$ cat src/rtl/rswr_pkg.sv
package rswr_pkg;

	// Store geometry.
	localparam int MAX_POINTS = 1024;
	localparam int ADDR_W     = $clog2(MAX_POINTS);
	localparam int CNT_W      = ADDR_W + 1;
	localparam int COORD_BITS = 64;
	localparam int WORD_W     = 2 * COORD_BITS;

	// Fixed field widths of the channels.
	localparam int FIELD_W  = 64;
	localparam int RAND_W   = 64;
	localparam int REG_W    = 11;
	localparam int SLOT_W   = 10;
	localparam int MODE_W   = 2;
	localparam int STATUS_W = 2;
	localparam int CFG_IDX_W = 1;

	// Step counter of the bit-serial remainder unit.
	localparam int STEP_W = $clog2(RAND_W + 1);

	// Item modes.
	localparam logic [MODE_W-1:0] MODE_LOAD    = 2'd0;
	localparam logic [MODE_W-1:0] MODE_DRAW    = 2'd1;
	localparam logic [MODE_W-1:0] MODE_RESTART = 2'd2;

	// Result status codes.
	localparam logic [STATUS_W-1:0] STATUS_OK        = 2'd0;
	localparam logic [STATUS_W-1:0] STATUS_EXHAUSTED = 2'd1;
	localparam logic [STATUS_W-1:0] STATUS_UNLOADED  = 2'd2;

	// Configuration register indexes.
	localparam logic [CFG_IDX_W-1:0] REG_POINT_COUNT = 1'd0;
	localparam logic [CFG_IDX_W-1:0] REG_PICK_COUNT  = 1'd1;

	localparam logic [REG_W-1:0] POINT_COUNT_RST = 11'd1024;
	localparam logic [REG_W-1:0] PICK_COUNT_RST  = 11'd64;

	typedef enum logic [2:0] {
		ST_IDLE,
		ST_DIV,
		ST_RD_POS,
		ST_RD_SLOT,
		ST_WR_SLOT,
		ST_WR_POS,
		ST_EMIT
	} state_t;

endpackage

$ cat src/rtl/rswr_mod.sv
// Restoring remainder, one dividend bit per cycle, most significant bit first.
module rswr_mod (
	input  logic                        clk,
	input  logic                        arst_n,
	input  logic                        start,
	input  logic [rswr_pkg::RAND_W-1:0] dividend,
	input  logic [rswr_pkg::CNT_W-1:0]  divisor,
	output logic                        done,
	output logic [rswr_pkg::CNT_W-1:0]  rem
);

	logic [rswr_pkg::RAND_W-1:0] div_q;
	logic [rswr_pkg::CNT_W-1:0]  divisor_q;
	logic [rswr_pkg::CNT_W-1:0]  rem_q;
	logic [rswr_pkg::STEP_W-1:0] cnt_q;
	logic                        busy_q;
	logic                        done_q;

	logic [rswr_pkg::CNT_W:0]    trial;
	logic [rswr_pkg::CNT_W:0]    diff;
	logic [rswr_pkg::CNT_W-1:0]  rem_next;

	always_comb begin
		trial = {rem_q, div_q[rswr_pkg::RAND_W-1]};
		diff  = trial - {1'b0, divisor_q};
		if (trial >= {1'b0, divisor_q}) begin
			rem_next = diff[rswr_pkg::CNT_W-1:0];
		end else begin
			rem_next = trial[rswr_pkg::CNT_W-1:0];
		end
	end

	always_ff @(posedge clk or negedge arst_n) begin
		if (!arst_n) begin
			busy_q <= 1'b0;
			done_q <= 1'b0;
			cnt_q  <= '0;
		end else begin
			done_q <= 1'b0;
			if (start) begin
				busy_q <= 1'b1;
				cnt_q  <= rswr_pkg::STEP_W'(rswr_pkg::RAND_W);
			end else if (busy_q) begin
				cnt_q <= cnt_q - 1'b1;
				if (cnt_q == rswr_pkg::STEP_W'(1)) begin
					busy_q <= 1'b0;
					done_q <= 1'b1;
				end
			end
		end
	end

	always_ff @(posedge clk) begin
		if (start) begin
			div_q     <= dividend;
			divisor_q <= divisor;
			rem_q     <= '0;
		end else if (busy_q) begin
			div_q <= {div_q[rswr_pkg::RAND_W-2:0], 1'b0};
			rem_q <= rem_next;
		end
	end

	assign done = done_q;
	assign rem  = rem_q;

endmodule

$ cat config.mk
export PLATFORM = sky130hd
export DESIGN_NAME = rswr_mod
export DESIGN_NICKNAME = d
export VERILOG_FILES = /design/src/rtl/rswr_pkg.sv /design/src/rtl/rswr_mod.sv
export SDC_FILE = /design/constraint.sdc
export NUM_CORES = 1
export LEC_CHECK = 0
export BUFFER_PORTS_ARGS = -buffer_cell sky130_fd_sc_hd__buf_2
export CORE_AREA = 5 5 113 115
export CTS_BUF_LIST = sky130_fd_sc_hd__clkbuf_8
export DETAILED_ROUTE_END_ITERATION = 10
export DIE_AREA = 0 0 118 120
export HOLD_SLACK_MARGIN = 0.12
export PLACE_DENSITY = 0.62
export SLEW_MARGIN = 5
export SYNTH_ARGS = -nofsm -noshare
export SYNTH_HDL_FRONTEND = slang
export SYNTH_SLANG_ARGS = --single-unit
export TNS_END_PERCENT = 10
$ cat constraint.sdc
create_clock -name clk -period 5.2 [get_ports clk]
set_input_delay 0.26 -clock clk [delete_from_list [all_inputs] [get_ports clk]]
set_output_delay 0.26 -clock clk [all_outputs]
set_load 0.02 [all_outputs]
==> impl_metrics.csv <==
group,metric,value,unit
layout,n_fill_cell,1108,
floorplanning,num_rows,40,
critical_path,cp_max_fo,11,
synth,syn_inst,333,
grt,antenna_found_initial,2,
synth,ys_types,48,
synth,synth_top_cells_by_count,"edfxtp_1 (75), mux2_2 (64), nor2_1 (23)",
synth,yosys-top-cells-area,"edfxtp_1 (50%), mux2_2 (16%), dfrtp_1 (5.0%)",
layout,area_growth,19.18,%
cts,clkSlewWorstSetupHoldPaths,0.09,ns
hold_path,hold_class,"in2reg",
synth,yosysSeqAreaShare,59.67,%
synth,synth_edf_count,75,
synth,synth_top_area_share,49.82,%
placed_design,portBuffers,89,
power,ir_worst_vdd,0.1936,mV
grt,grt-ovfl-total,0,
timing,grt_setup_unrepaired,"no",
critical_path,timing.rr.end,"rem[4]$_SDFFE_PP0P_",
floorplanning,dieArea,14160,µm²
timing,finalMaxSlewViolations,0,
placed_design,dp_hpwl,6.068,mm
timing,finalClockSkew,0.005147,ns
cts,cts_tree,"yes",
critical_path,critPathRequiredTime,5.48,ns
critical_path,path_class,"reg2reg",
synth,ys_warn_count,0,
cts,post_cts_resize_count,0,
power,leakagePower,2.214,nW
synth,synth_top_cell_by_area,"edfxtp_1",
grt,grt_use_total,12.59,%
critical_path,max_stage_delay,0.41,ns
floorplanning,core-area,11710,µm²
timing,period_needed,2.733,ns
detailed_routing,drt_pass1_iterations,6,
critical_path,cp-start-kind,"flop",
synth,yosys_most_used_dff,"edfxtp_1",
critical_path,critical-path-slowest-cell,"o2111ai_1",
critical_path,crit_path_end_kind,"flop",
grt,grt_pass1_vias,2962,
cts,cts_buffer_depth,2,
timing,slew_headroom,18.61,%
grt,grt_pass1_wl,14.12,mm
layout,diodes,0,
cts,cts_buffers,9,
hold_path,min_from,"dividend[0]",
detailed_routing,drtIter0Drc,187,
floorplanning,die_h,120,µm
hold_path,worstHoldEndpoint,"div_q[0]$_SDFFCE_PN0P_",
layout,final_core_util,46.00,%
placed_design,place_congestion,0.8380,
grt,grt_max_degree,81,
detailed_routing,route.final.wire_length,8.784,mm
synth,synth.most_common_cell,"edfxtp_1",
synth,syn_avg_cell_area,13.58,µm²
critical_path,r2r_cells,9,
detailed_routing,antenna_left,0,
cts,clk_latency,0.36,ns
hold_path,hold_depth,2,
synth,syn_area,4521,µm²
timing,setup_viol,0,
synth,ys_async_sr_fraction,9.474,%
cts,post_cts_buffers,0,
detailed_routing,avgRoutedWirePerCell,15.04,µm
timing,clock.fmax,365.8,MHz
cts,ctsRootBufferMaster,"clkbuf_8",
timing,period_share,52.57,%
synth,ys_seq_elements,95,
power,power_density,405.5,nW/µm²
detailed_routing,num_vias,3000,
critical_path,worstPathArrival,3.01,ns
critical_path,crit_chain,"inv_1 -> ha_1 -> fa_1 -> nand2b_1 -> a21oi_1 -> o211a_1 -> o2111ai_1 -> a211o_1 -> a311oi_1",
outcome,status,"finished clean",
critical_path,r2r-start,"div_q[63]$_DFFE_PP_",
timing,hold_violations,0,
detailed_routing,route.detailed.drc,0,
detailed_routing,avgViaCountPerCell,5.137,
run,maxCapViolCount,0,
cts,cts.sink_count,95,
floorplanning,io-pin-count,90,
floorplanning,die-width,118,µm
cts,htreeDepth,3,
critical_path,reg2reg_setup_slack,2.47,ns
synth,synth_nets,425,
floorplanning,initial_core_util,38.60,%
layout,fin_nets,524,
timing,setup_tns,0,ns
timing,worst_slew_pin_slew,1.213,ns
cts,cts_hold_buf,12,
layout,drive_above_1_share,39.13,%
[cell usage in the layout, fill, tap and decap left out, types with 2 or more instances in the layout]
master         count
a211o_1            2
a211oi_1           5
a21o_1             3
a21oi_1            8
a311oi_1           7
buf_2             88
buf_4              4
clkbuf_8           9
clkinv_1           4
dfrtp_1            9
dfxtp_1           11
dlygate4sd3_1     12
edfxtp_1          75
ha_1              13
inv_1             16
mux2_2            64
nand2_1            7
nand2b_1           9
nand3_1            9
nor2_1            23
nor2b_1            3
nor3_1             2
o2111ai_1          2
o21a_1             2
o21ai_0           12
o32ai_1            2
xnor2_1            7
xor2_1             5
[cell families (layout without fill, tap and decap cells)]
logic type	count (synthesis)	in the layout	synth area share, %
flops	95	95	59.67
mux	64	64	15.94
simple gates	64	64	7.142
compound gates	53	53	8.248
buf+inv	31	135	2.629
fa+ha+maj	14	14	4.041
xor+xnor	12	12	2.325
[where the power goes]
| part | switching, mW | internal, mW |
|---|---|---|
| logic | 0.389 | 0.328 |
| clock network | 0.245 | 0.165 |
| registers | 0.0877 | 0.970 |
| total | 0.722 | 1.46 |
[layer usage]
| metal | GRT usage, % | wire length, µm |
|---|---|---|
| met1 | 15.80 | 3861 |
| met4 | 6.165 | 187 |
| met5 | 0 | 34 |
| met3 | 5.137 | 716 |
| met2 | 18.81 | 3985 |
[final cells by class]
class                   instances  area [µm²]  share of cell area [%]
clock inverters                 7       31.28                  0.5806
flip-flops and latches         95        2698                   50.07
well taps                     147       183.9                   3.414
inverters                      15       56.30                   1.045
clock buffers                   9       123.9                   2.299
repair buffers                104       590.6                   10.96
multi-input cells             207        1704                   31.63
[flip-flops by register name, summed over array words and instances, names as in the netlist]
| name | flops |
|---|---|
| div_q | 64 |
| divisor_q | 11 |
| rem | 11 |
| cnt_q | 7 |
| busy_q | 1 |
| done | 1 |
[worst max-delay path, delay by kind of cell, from the launching register on]
kind,cells,cell delay (ns)
flip-flops,1,0.36
AND/OR/NAND/NOR,1,0.18
buffers and inverters,1,0.05
adder cells (fa/ha/maj),2,0.62
AO/OA/AOI/OAI,5,1.44
[through the flow]
step                      hold WS [ns]  setup WS [ns]  std cells  area, µm²  total power [mW]
after global placement          0.1318          2.584        556       5112             1.771
after floorplan               -0.03559          2.904        333       4521             1.583
final                           0.1874          2.467        584       5388             2.185
after global routing            0.1643          2.229        584       5388             2.342
after detailed placement        0.1331          2.509        556       5112             1.785
after CTS                       0.1674          2.481        584       5388             2.209
[how the worst max path moves through the flow]
stage	from	endpoint	slack [ns]	cells after the start
final	div_q[63]$_DFFE_PP_	rem[4]$_SDFFE_PP0P_	2.47	9
after detailed placement	div_q[63]$_DFFE_PP_	rem[4]$_SDFFE_PP0P_	2.51	9
after CTS	div_q[63]$_DFFE_PP_	rem[4]$_SDFFE_PP0P_	2.48	9
after global placement	div_q[63]$_DFFE_PP_	rem[4]$_SDFFE_PP0P_	2.58	9
after floorplan	start	div_q[0]$_SDFFCE_PN0P_	2.90	4
after global routing	div_q[63]$_DFFE_PP_	rem[4]$_SDFFE_PP0P_	2.23	9
(Power assumes the default switching activity.)
